[src/hdl/srcls_pkg.sv]
// Package for the sequence reader with call/loop stack.
// Holds request codes and the fixed field widths; used by
// sequence_reader_call_loop_stack_unit.
package srcls_pkg;

  // Fixed field widths
  localparam int REQ_W     = 3;
  localparam int OPND_W    = 32;
  localparam int BYTE_W    = 8;
  localparam int VALUE_W   = 28;
  localparam int ADDR_W    = 32;
  localparam int COUNT_W   = 16;
  localparam int IN_DATA_W = 40;   // operand + data_byte
  localparam int OUT_USER_W = 2;   // ok, value_done

  // Request codes
  localparam logic [REQ_W-1:0] REQ_RESTART    = 3'd0;
  localparam logic [REQ_W-1:0] REQ_CALL       = 3'd1;
  localparam logic [REQ_W-1:0] REQ_LOOP_START = 3'd2;
  localparam logic [REQ_W-1:0] REQ_LOOP_END   = 3'd3;
  localparam logic [REQ_W-1:0] REQ_RETURN     = 3'd4;
  localparam logic [REQ_W-1:0] REQ_BYTE       = 3'd5;
  localparam logic [REQ_W-1:0] REQ_QUERY      = 3'd6;

  // Variable-length decoder
  localparam logic [1:0] VLQ_LAST_BYTE = 2'd3;  // bytes taken before a fourth byte

endpackage

[src/hdl/sequence_reader_call_loop_stack_unit.sv]
// Sequence reader: cursor, call/loop stack and MIDI variable-length decoder.
// Top level; depends on srcls_pkg.
//
//  channel  | direction | tdata fields (low bit up)                       | tuser
//  ---------+-----------+--------------------------------------------------+---------------
//  in_      | slave     | operand[31:0], data_byte[39:32]                  | req_type
//  out_     | master    | value, cursor_address, stack_entry_address, depth| ok, value_done
//  cfg_     | write     | sequence_base (cfg_wr_data, 32 bits)             | -
//
// One item per cycle: the stack, cursor and decoder update in the cycle an item
// transfers, and the result lands on the same edge in the output register, or in
// the skid register, which holds one more result, so an item still transfers while
// a result waits; in_tready drops only while the skid register is full.
// Synchronous active-low reset clears cursor, depth, decoder, base, stack and valids.
// Restart clears the stack as well; a call keeps the loop count left in its slot,
// so a loop end on a call entry sees whatever count that slot last held.
module sequence_reader_call_loop_stack_unit #(
  parameter int STACK_DEPTH = 8
) (
  input  logic                            clk,
  input  logic                            rst_n,
  // configuration
  input  logic                            cfg_wr_en,
  input  logic [srcls_pkg::ADDR_W-1:0]    cfg_wr_data,     // sequence_base
  // request stream
  input  logic                            in_tvalid,
  output logic                            in_tready,
  input  logic [srcls_pkg::IN_DATA_W-1:0] in_tdata,        // operand, data_byte
  input  logic [srcls_pkg::REQ_W-1:0]     in_tuser,        // req_type
  // result stream
  output logic                            out_tvalid,
  input  logic                            out_tready,
  // value, cursor_address, stack_entry_address, depth, zero fill
  output logic [((2*srcls_pkg::ADDR_W + srcls_pkg::VALUE_W
                  + $clog2(STACK_DEPTH+1) + 7) / 8) * 8 - 1:0] out_tdata,
  output logic [srcls_pkg::OUT_USER_W-1:0] out_tuser       // ok, value_done
);

  import srcls_pkg::*;

  localparam int DW      = $clog2(STACK_DEPTH + 1);   // depth counter width
  localparam int IW      = $clog2(STACK_DEPTH);       // stack position width
  localparam int FIELD_W = 2*ADDR_W + VALUE_W + DW;
  localparam int TDATA_W = ((FIELD_W + 7) / 8) * 8;
  localparam logic [DW-1:0] DEPTH_FULL = DW'(STACK_DEPTH);

  typedef struct packed {
    logic [DW-1:0]      depth;
    logic [ADDR_W-1:0]  entry_addr;
    logic [ADDR_W-1:0]  cursor_addr;
    logic [VALUE_W-1:0] value;
    logic               value_done;
    logic               ok;
  } result_t;

  // ---------------------------------------------------------------------------
  // State
  // ---------------------------------------------------------------------------
  logic [ADDR_W-1:0]  base_r;
  logic [ADDR_W-1:0]  cursor_r, cursor_nxt;
  logic [DW-1:0]      depth_r, depth_nxt;
  logic [VALUE_W-1:0] partial_r, partial_nxt;
  logic [1:0]         taken_r, taken_nxt;

  // Stack slots by position: slot 0 is the bottom, slot depth-1 the top.
  logic [ADDR_W-1:0]  stk_cur_r [STACK_DEPTH];
  logic [COUNT_W-1:0] stk_cnt_r [STACK_DEPTH];

  result_t            res_nxt, out_r, skid_r;
  logic               out_vld_r, skid_vld_r;

  // Request fields
  logic [OPND_W-1:0]  opnd;
  logic [BYTE_W-1:0]  dbyte;
  logic               in_fire, out_fire;

  // Stack controls
  logic               push, push_loop, cnt_upd, stk_clr;
  logic [COUNT_W-1:0] cnt_dec;
  logic [VALUE_W-1:0] shifted;
  logic [DW-1:0]      top_w;
  logic [IW-1:0]      top_idx, push_idx, qidx;
  logic               qhit;

  assign opnd  = in_tdata[OPND_W-1:0];
  assign dbyte = in_tdata[OPND_W +: BYTE_W];

  assign in_tready = !skid_vld_r;
  assign in_fire   = in_tvalid && in_tready;
  assign out_fire  = out_vld_r && out_tready;

  assign out_tvalid = out_vld_r;
  assign out_tuser  = {out_r.value_done, out_r.ok};
  assign out_tdata  = TDATA_W'({out_r.depth, out_r.entry_addr, out_r.cursor_addr,
                                out_r.value});

  // ---------------------------------------------------------------------------
  // Next state and result for the item at the input
  // ---------------------------------------------------------------------------
  always_comb begin
    cursor_nxt  = cursor_r;
    depth_nxt   = depth_r;
    partial_nxt = partial_r;
    taken_nxt   = taken_r;
    push        = 1'b0;
    push_loop   = 1'b0;
    cnt_upd     = 1'b0;
    stk_clr     = 1'b0;

    res_nxt            = '0;
    res_nxt.ok         = 1'b1;

    top_w    = depth_r - DW'(1);
    top_idx  = top_w[IW-1:0];
    push_idx = depth_r[IW-1:0];
    qidx     = opnd[IW-1:0];

    cnt_dec = (stk_cnt_r[top_idx] == '0) ? '0 : stk_cnt_r[top_idx] - COUNT_W'(1);
    shifted = {partial_r[VALUE_W-8:0], dbyte[6:0]};

    // Query index counts from the bottom of the stack
    qhit = (opnd < OPND_W'(depth_r));

    case (in_tuser)
      REQ_RESTART: begin
        cursor_nxt  = '0;
        depth_nxt   = '0;
        partial_nxt = '0;
        taken_nxt   = '0;
        stk_clr     = 1'b1;
      end
      REQ_CALL, REQ_LOOP_START: begin
        if (depth_r == DEPTH_FULL) begin
          res_nxt.ok = 1'b0;
        end else begin
          push      = 1'b1;
          depth_nxt = depth_r + DW'(1);
          if (in_tuser == REQ_CALL) begin
            cursor_nxt = opnd;
          end else begin
            push_loop = 1'b1;
          end
        end
      end
      REQ_LOOP_END: begin
        if (depth_r == '0) begin
          res_nxt.ok = 1'b0;
        end else if (cnt_dec == '0) begin
          // count exhausted: drop the entry, cursor stays
          depth_nxt = depth_r - DW'(1);
        end else begin
          cnt_upd    = 1'b1;
          cursor_nxt = stk_cur_r[top_idx];
        end
      end
      REQ_RETURN: begin
        if (depth_r == '0) begin
          res_nxt.ok = 1'b0;
        end else begin
          depth_nxt  = depth_r - DW'(1);
          cursor_nxt = stk_cur_r[top_idx];
        end
      end
      REQ_BYTE: begin
        cursor_nxt = cursor_r + ADDR_W'(1);
        if (taken_r == '0) begin
          if (!dbyte[7]) begin
            res_nxt.value_done = 1'b1;
            res_nxt.value      = VALUE_W'(dbyte);
          end else begin
            partial_nxt = VALUE_W'(dbyte[6:0]);
            taken_nxt   = 2'd1;
          end
        end else if (!dbyte[7]) begin
          res_nxt.value_done = 1'b1;
          res_nxt.value      = shifted;
          partial_nxt        = '0;
          taken_nxt          = '0;
        end else if (taken_r == VLQ_LAST_BYTE) begin
          // overlong encoding completes as zero
          res_nxt.value_done = 1'b1;
          partial_nxt        = '0;
          taken_nxt          = '0;
        end else begin
          partial_nxt = shifted;
          taken_nxt   = taken_r + 2'd1;
        end
      end
      REQ_QUERY: begin
        if (qhit) begin
          res_nxt.entry_addr = base_r + stk_cur_r[qidx];
        end else begin
          res_nxt.ok = 1'b0;
        end
      end
      default: begin
        res_nxt.ok = 1'b0;
      end
    endcase

    res_nxt.cursor_addr = base_r + cursor_nxt;
    res_nxt.depth       = depth_nxt;
  end

  // ---------------------------------------------------------------------------
  // Control state
  // ---------------------------------------------------------------------------
  always_ff @(posedge clk) begin
    if (!rst_n) begin
      base_r     <= '0;
      cursor_r   <= '0;
      depth_r    <= '0;
      partial_r  <= '0;
      taken_r    <= '0;
      out_vld_r  <= 1'b0;
      skid_vld_r <= 1'b0;
    end else begin
      if (cfg_wr_en) begin
        base_r <= cfg_wr_data;
      end
      if (in_fire) begin
        cursor_r  <= cursor_nxt;
        depth_r   <= depth_nxt;
        partial_r <= partial_nxt;
        taken_r   <= taken_nxt;
      end
      // Output register plus one skid entry
      if (skid_vld_r) begin
        if (out_fire) begin
          skid_vld_r <= 1'b0;
        end
      end else if (in_fire) begin
        if (!out_vld_r || out_fire) begin
          out_vld_r <= 1'b1;
        end else begin
          skid_vld_r <= 1'b1;
        end
      end else if (out_fire) begin
        out_vld_r <= 1'b0;
      end
    end
  end

  // ---------------------------------------------------------------------------
  // Result payload
  // ---------------------------------------------------------------------------
  always_ff @(posedge clk) begin
    if (skid_vld_r) begin
      if (out_fire) begin
        out_r <= skid_r;
      end
    end else if (in_fire) begin
      if (!out_vld_r || out_fire) begin
        out_r <= res_nxt;
      end else begin
        skid_r <= res_nxt;
      end
    end
  end

  // ---------------------------------------------------------------------------
  // Stack slots: restart clears all, push writes the slot at depth, loop end rewrites the top count
  // ---------------------------------------------------------------------------
  always_ff @(posedge clk) begin
    if (!rst_n) begin
      for (int i = 0; i < STACK_DEPTH; i++) begin
        stk_cur_r[i] <= '0;
        stk_cnt_r[i] <= '0;
      end
    end else if (in_fire) begin
      if (stk_clr) begin
        for (int i = 0; i < STACK_DEPTH; i++) begin
          stk_cur_r[i] <= '0;
          stk_cnt_r[i] <= '0;
        end
      end else begin
        if (push) begin
          stk_cur_r[push_idx] <= cursor_r;
        end
        if (push_loop) begin
          stk_cnt_r[push_idx] <= opnd[COUNT_W-1:0];
        end
        if (cnt_upd) begin
          stk_cnt_r[top_idx] <= cnt_dec;
        end
      end
    end
  end

endmodule
[config.mk]
export PLATFORM = sky130hd
export DESIGN_NAME = sequence_reader_call_loop_stack_unit
export DESIGN_NICKNAME = d
export VERILOG_FILES = /design/src/hdl/srcls_pkg.sv /design/src/hdl/sequence_reader_call_loop_stack_unit.sv
export SDC_FILE = /design/constraint.sdc
export NUM_CORES = 1
export LEC_CHECK = 0
export BUFFER_PORTS_ARGS = -buffer_cell sky130_fd_sc_hd__buf_2
export CAP_MARGIN = 5
export CORE_MARGIN = 4
export CORE_UTILIZATION = 30
export DETAILED_ROUTE_END_ITERATION = 12
export PLACE_DENSITY = 0.51
export SYNTH_ARGS = -nofsm -noshare
export SYNTH_HDL_FRONTEND = slang
export SYNTH_SLANG_ARGS = --single-unit
export TNS_END_PERCENT = 5
[constraint.sdc]
create_clock -name clk -period 9.46 [get_ports clk]
set_clock_uncertainty 0.2 [all_clocks]
set_input_delay 0.473 -clock clk [delete_from_list [all_inputs] [get_ports clk]]
set_output_delay 0.473 -clock clk [all_outputs]
set_load 0.01 [all_outputs]
==> out/metrics.yaml, run 1 <==
status: "completed"
die_area_mm2: 0.1285
reg2reg_depth: 27
wl_per_cell_um: 24.98
critPathMostFrequentCell: "a21oi_1"
vias_per_cell: 5.374
drt_iter0_drc: 2506
finalCritPeriodShare: 0.9285
cp-end-kind: "register"
r2r-end: "out_tdata[58]$_DFFE_PP_"
first_global_vias: 26230
ys_warn_count: 0
critPathMaxFanout: 16
n_fill_cell: 12010
start_kind: "register"
drv_cap: 0
worst-path-stages: 27
postSynth.asyncResetShare: 0
routabilityCongestion: 0.9123
drtAntennaViolNets: 0
hold_depth: 3
min_from: "in_tdata[39]"
hold_viol_final: 0
min_path_type: "input pin to register"
worstReg2RegStart: "depth_r[1]$_SDFFE_PN0P_"
grt_max_degree: 67
totalWireLength_um: 122100
syn_avg_cell_area_um2: 12.04
cp_slowest_stage_delay_ns: 0.61
synth_compound_gate_area_share: 0.1062
clockBufferDepth: 3
antenna_found_initial: 5
syn_inst: 3060
netlist_area_mm2: 0.03683
vdd_drop_max_uv: 122.2
post-dp-hpwl_um: 83160
cts_root_buf: "clkbuf_16"
synth_ff_type: "edfxtp_1"
grt_pass1_wl_um: 180300
h-tree-depth: 3
fin_crit_ns: 8.784
rrSetupSlack_ns: 0.68
dieHeight_um: 358.4
cts.reportedPaths.clkPinSlew_ns: 0.07
ios: 180
start_util: 0.3022
powerDensity_mw_per_mm2: 188.6
worst_pin_slew_ns: 1.249
drive_gt1_frac: 0.2240
rows: 128
numCtsBuffers: 80
gr-total-overflow: 0
rsz0062_at_grt: "false"
cp-startpoint: "depth_r[1]$_SDFFE_PN0P_"
fmax_mhz: 113.8
synth_edf_count: 580
synth_xor_area_frac: 0.02381
slew_violations: 0
syn_to_final_growth_pct: 15.39
synthMuxAreaShare: 0.1505
syn_nets: 3213
final_common_cell: "edfxtp_1"
crit_slowest_cell: "xor2_4"
grt_usage: 0.1872
num_vias: 26260
cp.arrival_ns: 8.98
slew_headroom: 0.1644
synth_top_family_by_area: "multiplexers"
postLayoutCoreUtil: 0.3488
finalSetupViolCount: 0
crit_end: "out_tdata[58]$_DFFE_PP_"
critPathTopFamily: "compound AO/OA/AOI/OAI gates"
clock-sinks: 673
dieWidth_um: 358.4
cts_tree: "done"
required_ns: 9.66
cts_resized: 0
cts_hold_buf: 41
timing.critical_path.buf_inv: 1
drc: 0
coreArea_mm2: 0.1219
cellLeakagePower_nw: 15.05
ys_seq_area_frac: 0.5234
ys_types: 92
portBuffers: 179
nets: 3348
firstDrtPassIters: 6
critPathKind: "register to register"
synthAdderAreaFrac: 0.02520
mostFrequentLayoutCells: "580 x edfxtp_1, 248 x nor2_1, 218 x nand2_1"
clk_latency_ns: 0.66
post_cts_buffers: 0
synth-simple-area-share: 0.1380
synth-seq-cells: 673
setup_tns_ns: 0
-- cells in the mapped netlist, types with 10 or more instances --
cell type,instances,area [µm²]
a21boi_0,19,142.6
a21boi_1,22,165.2
a21o_1,35,262.8
a21oi_1,119,595.6
a21oi_2,11,96.34
a22oi_1,14,105.1
a2bb2oi_2,19,285.3
and2_1,141,882.1
and3_1,15,93.84
buf_1,25,93.84
buf_2,22,110.1
clkbuf_1,177,664.4
clkinv_1,10,37.54
dfxtp_1,93,1862
edfxtp_1,580,17420
ha_1,71,888.4
inv_1,42,157.7
mux2_2,96,1081
mux2i_1,77,770.7
mux4_2,162,3649
nand2_1,222,833.3
nand2b_1,13,81.33
nand3_1,39,195.2
nand4_1,17,106.4
nor2_1,249,934.7
nor2b_1,56,350.3
nor3_1,147,735.7
nor4_1,52,325.3
o211ai_1,10,75.07
o21a_1,11,82.58
o21ai_0,110,550.5
o21bai_1,16,120.1
o22ai_1,47,294.0
o31ai_1,35,262.8
or3_1,22,137.6
xnor2_1,79,691.9
xor2_1,18,157.7
-- routing by layer --
metal  vias to the layer above  track usage  wire, µm
li1                      11860            -         -
met1                     13280       0.2610     54500
met2                       946       0.2973     55990
met5                         -            0        31
met3                       172      0.04165      8843
met4                         4      0.04407      2708
-- report_power, final --
| part | internal [mW] | total (mW) | switching (mW) |
|---|---|---|---|
| clock network | 1.83 | 3.11 | 1.28 |
| logic | 0.524 | 1.42 | 0.892 |
| registers | 3.39 | 3.49 | 0.0946 |
-- worst register-to-register path: stages, from the launching register on --
cell and delay (ns):
dfxtp_2 0.32, inv_1 0.16, ha_4 0.26, xor2_4 0.61, mux4_2 0.42, mux2i_1 0.39, ha_1 0.33, nand4_1 0.47
o31a_1 0.48, a211oi_1 0.33, o2111ai_2 0.36, o21ai_4 0.48, a21oi_1 0.15, a2bb2oi_2 0.21, ha_1 0.27, fa_1 0.43
a21o_1 0.18, a21oi_1 0.24, o21bai_1 0.09, a21oi_1 0.22, o21bai_1 0.12, a211o_1 0.31, o211ai_1 0.29, a31oi_1 0.18
o41ai_2 0.42, o21ai_0 0.20, xor2_1 0.18, mux2_2 0.27
-- cells by family (layout without fill, tap and decap cells) --
| kind of cell | after synthesis | count (layout) |
|---|---|---|
| fa+ha+maj | 73 | 73 |
| mux | 337 | 337 |
| flops | 673 | 673 |
| compound gates | 560 | 560 |
| buf+inv | 295 | 494 |
| xor+xnor | 98 | 98 |
| simple gates | 1024 | 1024 |
| other cells | 0 | 3 |
-- area by class of cell --
class | instances | area, µm² | share of cell area
sequential | 673 | 19290 | 0.4537
multi-input combinational | 2092 | 16500 | 0.3882
clock buffer | 105 | 2156 | 0.05072
tap | 1625 | 2033 | 0.04783
timing repair buffer | 289 | 1829 | 0.04304
clock inverter | 41 | 469.2 | 0.01104
inverter | 59 | 222.7 | 0.005240
antenna | 3 | 7.507 | 0.0001766
-- registers in the layout, indices dropped and copies added (netlist names) --
signal / flops
stk_cur_r: 256
out_tvalid: 1
partial_r: 21
out_tuser: 2
base_r: 32
skid_vld_r: 1
skid_r: 98
depth_r: 4
out_tdata: 96
taken_r: 2
stk_cnt_r: 128
cursor_r: 32
-- how the worst min path moves through the flow --
stage                                      to
finish                    skid_r[1]$_DFFE_PP_
global route              skid_r[1]$_DFFE_PP_
CTS                       skid_r[1]$_DFFE_PP_
detailed placement  partial_r[2]$_SDFFE_PN0P_
global placement    partial_r[6]$_SDFFE_PN0P_
floorplan           partial_r[0]$_SDFFE_PN0P_
-- metrics by stage --
| stage | power, mW | area (µm²) | worst slack (ns) | instances | hold slack, ns |
|---|---|---|---|---|---|
| 2_1_floorplan | 4.435 | 36840 | 0.1300 | 3060 | 0.2491 |
| 3_3_place_gp | 4.943 | 39460 | 0.8405 | 4697 | 0.2711 |
| 3_5_place_dp | 4.949 | 39460 | 0.7500 | 4697 | 0.2769 |
| 4_1_cts | 8.090 | 42500 | 0.7752 | 4884 | 0.03236 |
| 5_1_grt | 8.329 | 42500 | 0.06776 | 4884 | 0.09101 |
| 6_report | 8.015 | 42500 | 0.6760 | 4887 | 0.09047 |
Note: power is estimated with default switching activity, not from simulation.
==> inputs of run 2 (changes only) <==
--- a/config.mk
+++ b/config.mk
@@ -10,7 +10,7 @@
 export CORE_MARGIN = 4
 export CORE_UTILIZATION = 30
 export DETAILED_ROUTE_END_ITERATION = 12
-export PLACE_DENSITY = 0.51
+export PLACE_DENSITY = 0.5
 export SYNTH_ARGS = -nofsm -noshare
 export SYNTH_HDL_FRONTEND = slang
 export SYNTH_SLANG_ARGS = --single-unit
==> constraint.sdc (replaced) <==
create_clock -name clk -period 8.1 [get_ports clk]
set_clock_uncertainty 0.2 [all_clocks]
set_input_delay 0.405 -clock clk [delete_from_list [all_inputs] [get_ports clk]]
set_output_delay 0.405 -clock clk [all_outputs]
set_load 0.02 [all_outputs]
==> run 2 against run 1 <==
  * Count of clock-buffer cells in the layout is 4 lower
  * Core utilization is 0.26 points higher
  * Clock power is 24% higher
  * Combinational power is 20% higher
  * Wire length is 1.4% higher
  * Critical path depth is 1 lower
  * Power is 20% higher
  * Critical path type unchanged
  * Largest power group unchanged
==> out/metrics.yaml, run 2 (synthesized netlist as in run 1, its figures left out) <==
status: "completed"
nets: 3358  # +0.30%
start_kind: "register"
holdWs_ns: 0.08916  # -0.001314 ns
required_ns: 8.31  # -1.35 ns
cp.arrival_ns: 7.94  # -1.04 ns
drive_gt1_frac: 0.2301  # +0.006115
grt_usage: 0.1889  # +0.001730
clock-sinks: 673  # unchanged
totalWireLength_um: 123700  # +1.4%
min_path_type: "input pin to register"
powerDensity_mw_per_mm2: 225.2  # +19%
ios: 180  # unchanged
drtAntennaViolNets: 0  # unchanged
p_clk_frac: 0.401  # +0.013
mostFrequentLayoutCells: "580 x edfxtp_1, 248 x nor2_1, 218 x nand2_1"
h-tree-depth: 3  # unchanged
num_vias: 26300  # +0.14%
power.switching_mw: 2.743  # +21%
numCtsBuffers: 81  # +1.3%
portBuffers: 179  # unchanged
post-dp-hpwl_um: 82380  # -0.94%
largest_register_ffs: 256  # unchanged
post_cts_buffers: 0  # unchanged
n_fill_cell: 11900  # -0.92%
cts_root_buf: "clkbuf_16"
power_frac_seq: 0.422  # -0.013
critPathMaxFanout: 26  # +10
regMostFlops: "stk_cur_r"
vias_per_cell: 5.373  # about the same
crit_slowest_cell: "a2111oi_2"
slew_headroom: 0.09363  # -0.07078
drc: 0  # unchanged
final_common_cell: "edfxtp_1"
comb_power_share: 0.176  # about the same
cp-end-kind: "register"
fin_cells: 4895  # +0.16%
vdd_drop_max_uv: 155.5  # +27%
power.internal_mw: 6.901  # +20%
firstDrtPassIters: 5  # -1
rsz0062_at_grt: "false"
slew_violations: 0  # unchanged
die_area_mm2: 0.1285  # unchanged
rows: 128  # unchanged
dp.cells: 4704  # +0.15%
grt_max_degree: 69  # +3.0%
total_power_mw: 9.644  # +20%
p_sw_frac: 0.2844  # +0.001326
critPathTopFamily: "compound AO/OA/AOI/OAI gates"
start_util: 0.3022  # unchanged
timing.critical_path.buf_inv: 2  # +1
cts_tree: "done"
gr-total-overflow: 0  # unchanged
worst_pin_slew_ns: 1.341  # +0.09190 ns
drt_iter0_drc: 2527  # +0.84%
cp_slowest_stage_delay_ns: 0.51  # -0.10 ns
first_global_vias: 26180  # -0.17%
clockBufferDepth: 3  # unchanged
coreArea_mm2: 0.1219  # unchanged
grt_pass1_wl_um: 180000  # -0.17%
critPathKind: "register to register"
drv_cap: 0  # unchanged
finalCritPeriodShare: 0.9535  # +0.02497
cellLeakagePower_nw: 15.22  # +1.1%
antenna_found_initial: 8  # +3
fmax_mhz: 129.5  # +14%
cts.reportedPaths.clkPinSlew_ns: 0.06  # about the same
fin_crit_ns: 7.723  # -1.061 ns
seqCellArea_mm2: 0.01929  # unchanged
wl_per_cell_um: 25.28  # +1.2%
top_regs: "stk_cur_r (256), stk_cnt_r (128), skid_r (98)"
syn_to_final_growth_pct: 16.26
dieWidth_um: 358.4  # unchanged
dieHeight_um: 358.4  # unchanged
multi_input_area_mm2: 0.01654  # +0.24%
hold_viol_final: 0  # unchanged
clk_latency_ns: 0.66  # about the same
finalSetupViolCount: 0  # unchanged
routabilityCongestion: 0.9061  # -0.68%
setup_tns_ns: 0  # unchanged
==> run 2: cell count changes in the layout (fill, tap and decap cells not counted), sizes merged <==
cell / change
buf: +7
bufinv: +5
clkinvlp: -5
clkbuf: -4
inv: +3
dlygate4sd3: +2
clkinv: +1
diode: -1
==> run 2: per-layer routing <==
metal | wire length [µm] | vias to the layer above | GRT usage
li1 | - | 11900 | -
met4 | 2914 | 6 | 0.05207
met1 | 54520 | 13230 | 0.2631
met3 | 9729 | 184 | 0.03987
met2 | 56530 | 987 | 0.2985
met5 | 36 | - | 0
==> run 2: cell type report <==
| type | instances | area share |
|---|---|---|
| inverters | 59 | 0.005201 |
| diodes | 2 | 0.0001169 |
| well taps | 1625 | 0.04748 |
| clock inverters | 45 | 0.01537 |
| clock buffers | 101 | 0.05025 |
| repair buffers | 298 | 0.04500 |
| multi-input cells | 2092 | 0.3862 |
| flip-flops and latches | 673 | 0.4504 |
==> run 2: through the flow <==
stage / utilization / area [µm²] / worst slack [ns]
4_1_cts: 0.3511 / 42790 / 0.1970
3_3_place_gp: 0.3245 / 39550 / 0.3299
6_report: 0.3514 / 42820 / 0.3766
2_1_floorplan: - / 36910 / 0.02387
3_5_place_dp: 0.3245 / 39550 / 0.2131
5_1_grt: 0.3513 / 42820 / 0.01408
==> run 2: worst register-to-register path: cells and delay by family (launching register included) <==
family | cells | cell delay (ns)
adder cells (fa/ha/maj) | 3 | 0.96
XOR/XNOR | 1 | 0.18
multiplexers | 2 | 0.69
buffers and inverters | 2 | 0.42
flip-flops | 1 | 0.32
AND/OR/NAND/NOR | 2 | 0.68
AO/OA/AOI/OAI | 16 | 4.02
==> run 2: final timing paths <==
kind                               endpoint                 startpoint  slack [ns]  depth (start not counted)
hold / removal      base_r[24]$_SDFFE_PN0P_                      rst_n        0.09                          2
setup reg to reg    out_tdata[58]$_DFFE_PP_    depth_r[1]$_SDFFE_PN0P_        0.38                         26
hold reg to reg   partial_r[6]$_SDFFE_PN0P_  partial_r[6]$_SDFFE_PN0P_        0.29                          2
setup / recovery    out_tdata[58]$_DFFE_PP_    depth_r[1]$_SDFFE_PN0P_        0.38                         26
==> run 2: power groups by stage <==
stage	registers, mW	logic, mW	clock network, mW
floorplan	4.16	1.07	0
global placement	4.15	1.67	0
detailed placement	4.15	1.67	0
CTS	4.07	1.69	3.96
global route	4.09	1.82	4.10
finish	4.07	1.70	3.87
==> run 2: repair_timing <==
action                                  CTS  global route
resized for setup                         0             4
hold buffers                             43             0
endpoints found under the setup margin    0             6
hold endpoints to repair                 50             0
